[src/rtl/mme_pkg.sv]
// Shared types and constants for the Montgomery modular exponentiation block.
// Holds the sequencer state type, register indexes and port widths.
// No dependencies.
package mme_pkg;

    localparam int DATA_W    = 64;
    localparam int MOD_W     = 63;
    localparam int CFG_IDX_W = 2;

    localparam logic [CFG_IDX_W-1:0] CFG_MODULUS   = 2'd0;
    localparam logic [CFG_IDX_W-1:0] CFG_EXPONENT  = 2'd1;
    localparam logic [CFG_IDX_W-1:0] CFG_R_SQUARED = 2'd2;

    typedef enum logic [2:0] {
        ST_IDLE,
        ST_Z_INIT,
        ST_P_INIT,
        ST_EXP,
        ST_MUL_Z,
        ST_SQR_P,
        ST_FINAL
    } state_t;

endpackage

[src/rtl/montgomery_modular_exponentiation.sv]
// Montgomery modular exponentiation: base^exponent mod modulus.
// Depends on mme_pkg and mme_mont_mul.
//
// Usage: write modulus (odd, below 2^63), exponent and R^2 mod N through
// cfg_we / cfg_index / cfg_data while the block is idle; writes take effect
// at once, an unused index is ignored. An item is taken when start is high
// and busy is low. busy then stays high until the result is shown.
// The result is held on modular_power and done is high for one cycle; the
// receiver cannot hold it off, and a new item may be started in that cycle.
// All multiplies run one at a time on the single bit-serial Montgomery
// multiplier: two pre-scale multiplies, one square per exponent bit plus
// one multiply per set bit, and one unscale multiply. Each exponent bit is
// first inspected in the EXP state before its multiplies are launched.
// Reset clears the sequencer and restores modulus 1, exponent 0 and
// R^2 mod N of 0; no result is pending after reset.
module montgomery_modular_exponentiation #(
    parameter int WIDTH = 64
) (
    input  logic                                clk,
    input  logic                                rst_n,
    input  logic                                start,
    output logic                                busy,
    input  logic [mme_pkg::DATA_W-1:0]          base,
    output logic                                done,
    output logic [mme_pkg::DATA_W-1:0]          modular_power,
    input  logic                                cfg_we,
    input  logic [mme_pkg::CFG_IDX_W-1:0]       cfg_index,
    input  logic [mme_pkg::DATA_W-1:0]          cfg_data
);

    localparam int CW = $clog2(WIDTH);

    mme_pkg::state_t state_reg, state_next;

    logic [mme_pkg::MOD_W-1:0]  modulus_reg;
    logic [mme_pkg::DATA_W-1:0] exponent_reg;
    logic [mme_pkg::MOD_W-1:0]  r_squared_reg;

    logic [WIDTH-1:0]           base_reg, base_next;
    logic [WIDTH-1:0]           z_reg, z_next;
    logic [WIDTH-1:0]           p_reg, p_next;
    logic [WIDTH-1:0]           exp_sh_reg, exp_sh_next;
    logic [CW-1:0]              exp_cnt_reg, exp_cnt_next;
    logic [mme_pkg::DATA_W-1:0] power_reg, power_next;
    logic                       done_reg, done_next;

    logic                       mm_start;
    logic [WIDTH-1:0]           mm_x;
    logic [WIDTH-1:0]           mm_y;
    logic                       mm_busy;
    logic                       mm_done;
    logic [WIDTH-1:0]           mm_result;

    logic [WIDTH-1:0]           one_w;
    logic [WIDTH-1:0]           r2_w;
    logic [WIDTH-1:0]           n_w;

    assign one_w = WIDTH'(1);
    assign r2_w  = WIDTH'(r_squared_reg);
    assign n_w   = WIDTH'(modulus_reg);

    mme_mont_mul #(
        .WIDTH (WIDTH)
    ) u_mont_mul (
        .clk    (clk),
        .rst_n  (rst_n),
        .start  (mm_start),
        .x_in   (mm_x),
        .y_in   (mm_y),
        .n_in   (n_w),
        .busy   (mm_busy),
        .done   (mm_done),
        .result (mm_result)
    );

    // configuration registers
    always_ff @(posedge clk or negedge rst_n)
    begin
        if (!rst_n)
        begin
            modulus_reg   <= mme_pkg::MOD_W'(1);
            exponent_reg  <= '0;
            r_squared_reg <= '0;
        end
        else if (cfg_we)
        begin
            case (cfg_index)
                mme_pkg::CFG_MODULUS:   modulus_reg   <= cfg_data[mme_pkg::MOD_W-1:0];
                mme_pkg::CFG_EXPONENT:  exponent_reg  <= cfg_data;
                mme_pkg::CFG_R_SQUARED: r_squared_reg <= cfg_data[mme_pkg::MOD_W-1:0];
                default:                ;
            endcase
        end
    end

    // sequencer: launches each multiply on start, from the EXP state, or as the previous one finishes
    always_comb
    begin
        state_next   = state_reg;
        base_next    = base_reg;
        z_next       = z_reg;
        p_next       = p_reg;
        exp_sh_next  = exp_sh_reg;
        exp_cnt_next = exp_cnt_reg;
        power_next   = power_reg;
        done_next    = 1'b0;
        mm_start     = 1'b0;
        mm_x         = one_w;
        mm_y         = r2_w;
        case (state_reg)
            mme_pkg::ST_IDLE:
            begin
                if (start)
                begin
                    base_next  = WIDTH'(base);
                    mm_start   = 1'b1;
                    state_next = mme_pkg::ST_Z_INIT;
                end
            end
            mme_pkg::ST_Z_INIT:
            begin
                if (mm_done)
                begin
                    z_next     = mm_result;
                    mm_start   = 1'b1;
                    mm_x       = r2_w;
                    mm_y       = base_reg;
                    state_next = mme_pkg::ST_P_INIT;
                end
            end
            mme_pkg::ST_P_INIT:
            begin
                if (mm_done)
                begin
                    p_next       = mm_result;
                    exp_sh_next  = WIDTH'(exponent_reg);
                    exp_cnt_next = '0;
                    state_next   = mme_pkg::ST_EXP;
                end
            end
            mme_pkg::ST_EXP:
            begin
                mm_start = 1'b1;
                if (exp_sh_reg[0])
                begin
                    mm_x       = z_reg;
                    mm_y       = p_reg;
                    state_next = mme_pkg::ST_MUL_Z;
                end
                else
                begin
                    mm_x       = p_reg;
                    mm_y       = p_reg;
                    state_next = mme_pkg::ST_SQR_P;
                end
            end
            mme_pkg::ST_MUL_Z:
            begin
                if (mm_done)
                begin
                    z_next     = mm_result;
                    mm_start   = 1'b1;
                    mm_x       = p_reg;
                    mm_y       = p_reg;
                    state_next = mme_pkg::ST_SQR_P;
                end
            end
            mme_pkg::ST_SQR_P:
            begin
                if (mm_done)
                begin
                    p_next      = mm_result;
                    exp_sh_next = {1'b0, exp_sh_reg[WIDTH-1:1]};
                    if (exp_cnt_reg == CW'(WIDTH - 1))
                    begin
                        // unscale the accumulator
                        mm_start   = 1'b1;
                        mm_x       = one_w;
                        mm_y       = z_reg;
                        state_next = mme_pkg::ST_FINAL;
                    end
                    else
                    begin
                        exp_cnt_next = exp_cnt_reg + 1'b1;
                        state_next   = mme_pkg::ST_EXP;
                    end
                end
            end
            mme_pkg::ST_FINAL:
            begin
                if (mm_done)
                begin
                    power_next = mme_pkg::DATA_W'(mm_result);
                    done_next  = 1'b1;
                    state_next = mme_pkg::ST_IDLE;
                end
            end
            default:
            begin
                state_next = mme_pkg::ST_IDLE;
            end
        endcase
    end

    always_ff @(posedge clk or negedge rst_n)
    begin
        if (!rst_n)
        begin
            state_reg   <= mme_pkg::ST_IDLE;
            exp_cnt_reg <= '0;
            done_reg    <= 1'b0;
        end
        else
        begin
            state_reg   <= state_next;
            exp_cnt_reg <= exp_cnt_next;
            done_reg    <= done_next;
        end
    end

    always_ff @(posedge clk)
    begin
        base_reg   <= base_next;
        z_reg      <= z_next;
        p_reg      <= p_next;
        exp_sh_reg <= exp_sh_next;
        power_reg  <= power_next;
    end

    assign busy          = (state_reg != mme_pkg::ST_IDLE);
    assign done          = done_reg;
    assign modular_power = power_reg;

    a_done_idle: assert property (@(posedge clk) disable iff (!rst_n)
        done |-> !busy)
        else $error("result shown while sequencer still busy");

    a_launch_free: assert property (@(posedge clk) disable iff (!rst_n)
        mm_start |-> !mm_busy)
        else $error("multiply launched while multiplier busy");

    a_accept_busy: assert property (@(posedge clk) disable iff (!rst_n)
        (start && !busy) |=> busy)
        else $error("accepted item did not raise busy");

    a_final_count: assert property (@(posedge clk) disable iff (!rst_n)
        (state_reg == mme_pkg::ST_FINAL) |-> (exp_cnt_reg == CW'(WIDTH - 1)))
        else $error("unscale step entered before all exponent bits");

endmodule

[src/rtl/mme_mont_mul.sv]
// Bit-serial radix-2 Montgomery multiplier, one operand bit per cycle.
// Computes x * y * 2^-WIDTH without final subtraction. Standalone;
// the modulus input must stay stable while busy.
module mme_mont_mul #(
    parameter int WIDTH = 64
) (
    input  logic             clk,
    input  logic             rst_n,
    input  logic             start,
    input  logic [WIDTH-1:0] x_in,
    input  logic [WIDTH-1:0] y_in,
    input  logic [WIDTH-1:0] n_in,
    output logic             busy,
    output logic             done,
    output logic [WIDTH-1:0] result
);

    localparam int CW = $clog2(WIDTH);

    logic [WIDTH-1:0] x_reg, x_next;
    logic [WIDTH-1:0] y_reg, y_next;
    logic [WIDTH-1:0] t_reg, t_next;
    logic [CW-1:0]    cnt_reg, cnt_next;
    logic             busy_reg, busy_next;
    logic             done_reg, done_next;

    logic [WIDTH-1:0] addend_y;
    logic [WIDTH-1:0] addend_n;
    logic             odd;
    logic [WIDTH+1:0] sum;

    always_comb
    begin
        addend_y = x_reg[0] ? y_reg : '0;
        // parity of t plus the y addend decides whether the modulus is added
        odd      = t_reg[0] ^ (x_reg[0] & y_reg[0]);
        addend_n = odd ? n_in : '0;
        sum      = {2'b00, t_reg} + {2'b00, addend_y} + {2'b00, addend_n};
    end

    always_comb
    begin
        x_next    = x_reg;
        y_next    = y_reg;
        t_next    = t_reg;
        cnt_next  = cnt_reg;
        busy_next = busy_reg;
        done_next = 1'b0;
        if (start)
        begin
            x_next    = x_in;
            y_next    = y_in;
            t_next    = '0;
            cnt_next  = '0;
            busy_next = 1'b1;
        end
        else if (busy_reg)
        begin
            // shift right and drop anything above WIDTH bits
            t_next = sum[WIDTH:1];
            x_next = {1'b0, x_reg[WIDTH-1:1]};
            if (cnt_reg == CW'(WIDTH - 1))
            begin
                busy_next = 1'b0;
                done_next = 1'b1;
            end
            else
            begin
                cnt_next = cnt_reg + 1'b1;
            end
        end
    end

    always_ff @(posedge clk or negedge rst_n)
    begin
        if (!rst_n)
        begin
            cnt_reg  <= '0;
            busy_reg <= 1'b0;
            done_reg <= 1'b0;
        end
        else
        begin
            cnt_reg  <= cnt_next;
            busy_reg <= busy_next;
            done_reg <= done_next;
        end
    end

    always_ff @(posedge clk)
    begin
        x_reg <= x_next;
        y_reg <= y_next;
        t_reg <= t_next;
    end

    assign busy   = busy_reg;
    assign done   = done_reg;
    assign result = t_reg;

endmodule
[config.mk]
export PLATFORM = sky130hd
export DESIGN_NAME = montgomery_modular_exponentiation
export DESIGN_NICKNAME = d
export VERILOG_FILES = /design/src/rtl/mme_pkg.sv /design/src/rtl/montgomery_modular_exponentiation.sv /design/src/rtl/mme_mont_mul.sv
export SDC_FILE = /design/constraint.sdc
export NUM_CORES = 1
export LEC_CHECK = 0
export BUFFER_PORTS_ARGS = -buffer_cell sky130_fd_sc_hd__buf_2
export CAP_MARGIN = 0
export CORE_ASPECT_RATIO = 0.5
export CORE_MARGIN = 5
export CORE_UTILIZATION = 55
export CTS_CLUSTER_DIAMETER = 150
export DETAILED_ROUTE_END_ITERATION = 12
export GPL_TIMING_DRIVEN = 1
export PLACE_DENSITY = 0.76
export SLEW_MARGIN = 20
export SYNTH_ARGS = -nofsm -noshare
export SYNTH_HDL_FRONTEND = slang
export SYNTH_HIERARCHICAL = 1
export SYNTH_SLANG_ARGS = --single-unit
[constraint.sdc]
create_clock -name clk -period 8.1 [get_ports clk]
set_input_delay 1.215 -clock clk [delete_from_list [all_inputs] [get_ports clk]]
set_output_delay 1.215 -clock clk [all_outputs]
set_load 0.02 [all_outputs]
==> qor.csv <==
metric,value,unit
yosysTopAreaCell,edfxtp_1,
p_comb_share,5.2,%
synth_area,33600,um2
finalCriticalPeriod,4960,ps
start_util,55.3,%
maxCapViolations,0,
seqPwrFrac,55.1,%
synth_top_area_share,40.0,%
status,finished clean,
p_sw_share,21.1,%
p_total,7.62,mW
core-area,60800,um2
postCtsHoldBufs,0,
syn_inst,2595,
pwr-share-clk,39.7,%
root_buffer,clkbuf_16,
r2r_cells,15,
power.switching,1.60,mW
via_count,21741,
routed_wl,81100,um
fillers,4618,
utilization,61.5,%
grt_usage,24.0,%
criticalPathCategory,reg -> reg,
critical_path_arrival,5450,ps
cts.sinks,720,
die_h,185,um
drive_gt1_share,21.7,%
synth_most_common_cell,edfxtp_1,
first_pass_iters,6,
grt.met2_usage,40.4,%
grt_util_met3,3.41,%
wl_per_cell,22.5,um
antenna_found_initial,0,
dieArea,66400,um2
detail-route-antenna-nets,0,
worstPathMaxFanout,64,
post_cts_buffers,0,
drt_iter0_markers,1968,
overflow,0,
synth.top_cells.by_count,"448 x edfxtp_1, 296 x nand2_1, 253 x mux2_2, 207 x dfrtp_1, 136 x and2_1",
grt-busiest-layer,met2,
leakagePower,15.4,nW
die_w,360,um
rr_endpoint,u_mont_mul/result[54],
cts_resized,0,
syn_to_final_growth,11.2,%
grt_setup_unrepaired,no,
ys_ff_latch,720,
synth_area_per_cell,13.0,um2
cts_tree,built,
cts_buffer_depth,3,
port-buffer-count,199,
hold_viol,0,
synthFlopType,edfxtp_1,
ios,200,
timing.fmax,202,MHz
totalNegativeSetupSlack,0,ps
r2r_slack,3140,ps
antenna_cells,0,
r2r-start,u_mont_mul/y_reg[0],
cts_buffers,61,
ys_warn_count,6,
hpwlAfterDp,52500,um
met1_usage,34.1,%
worstPathRequired,8590,ps
grt_max_degree,96,
avgViaCountPerCell,6.02,
synth.distinct_cells,80,
drv_slew,0,
place_congestion,0.894,
holdPathStages,1,
hold_class,reg -> reg,
clock_skew,19.4,ps
tightest_slew,1150,ps
synth-edff-count,448,
ir_drop,199,uV
row_count,64,
drc,0,
clk_latency,630,ps
p_int,6.01,mW
layout.nets,3002,
first_global_vias,22361,
grt_pass1_wl,127000,um
async_flop_share,28.9,%
start_kind,flop,
fin_crit_sh,61.2,%
synth_area_leaders,"edfxtp_1 40%, dfrtp_1 15%, mux2_2 8.5%, dfxtp_1 3.8%, fa_1 3.8%",
synth_nets,2859,
min_from,modulus_reg[46],
setup_viol,0,
min_to,modulus_reg[46],
yosysSeqAreaShare,59.3,%
relSlewSlack,23.6,%
clk_pin_slew,70,ps
cts_max_level,2,
power.density,204,nW/um2
endpoint_kind,flop,
[cells by family (layout without fill, tap and decap cells)]
logic type / Yosys count / count (layout) / synth area share [%]
flops: 720 / 720 / 59.3
simple gates: 624 / 624 / 8.90
compound gates: 548 / 548 / 11.7
mux: 288 / 288 / 9.52
buf+inv: 226 / 420 / 2.76
fa+ha+maj: 130 / 130 / 6.27
xor+xnor: 58 / 58 / 1.51
other cells: 1 / 1 / 0.0112
[power groups by stage]
| stage | Combinational, mW | Sequential, mW | Clock, mW |
|---|---|---|---|
| 2_1_floorplan | 0.278 | 4.23 | 0 |
| 3_3_place_gp | 0.379 | 4.25 | 0 |
| 3_5_place_dp | 0.400 | 4.27 | 0 |
| 4_1_cts | 0.403 | 4.19 | 3.07 |
| 5_1_grt | 0.440 | 4.22 | 3.23 |
| 6_report | 0.397 | 4.20 | 3.03 |
[metal layers]
layer | up-vias | wire length (um)
met1 | 11081 | 36100
met4 | 0 | 1440
li1 | 9851 | -
met5 | - | 0
met3 | 102 | 4540
met2 | 707 | 39100
[through the flow]
step	instances	setup slack (ps)	cell area [um2]	hold WS, ps
final	3614	3140	37400	499
after global routing	3614	2780	37400	519
after CTS	3614	2770	37400	503
after detailed placement	3500	2820	35300	488
after global placement	3499	2940	35300	481
after floorplan	2595	1080	33600	470
[critical path, cell delays in order, from the launching register on]
cell	delay [ps]
edfxtp_1	370
and2_1	190
ha_4	700
and2_1	240
fa_1	420
ha_1	260
fa_1	410
a21o_1	230
a221o_1	350
a31o_1	290
o2111ai_4	330
a211oi_1	160
or3_4	450
a21boi_2	200
xor2_1	160
o21ai_1	70
[cells in the final DEF, fill, tap and decap left out, drive strengths merged, types with 81 or more instances in the layout]
cell    count
dfrtp     207
nor2       92
nand2     296
and2      136
o21ai     133
clkbuf     89
mux2      254
edfxtp    448
inv        81
buf       226
[layout make-up]
type	count	area, um2	area share, %
sequential	720	19900	53.4
clock buffer	88	1710	4.58
timing repair buffer	227	1220	3.27
inverter	79	297	0.793
tap	825	1030	2.76
multi-input combinational	1649	12900	34.4
clock inverter	26	318	0.850
[worst max path at each step]
| stage | cells past startpoint | to | slack (ps) | startpoint |
|---|---|---|---|---|
| 2_1_floorplan | 8 | u_mont_mul/x_reg[0] | 1080 | start |
| 3_3_place_gp | 15 | u_mont_mul/result[54] | 2940 | u_mont_mul/x_reg[0] |
| 3_5_place_dp | 15 | u_mont_mul/result[54] | 2820 | u_mont_mul/x_reg[0] |
| 4_1_cts | 15 | u_mont_mul/result[54] | 2770 | u_mont_mul/x_reg[0] |
| 5_1_grt | 15 | u_mont_mul/result[40] | 2780 | u_mont_mul/x_reg[0] |
| 6_report | 15 | u_mont_mul/result[54] | 3140 | u_mont_mul/y_reg[0] |
Power figures use the tool's default switching activity.
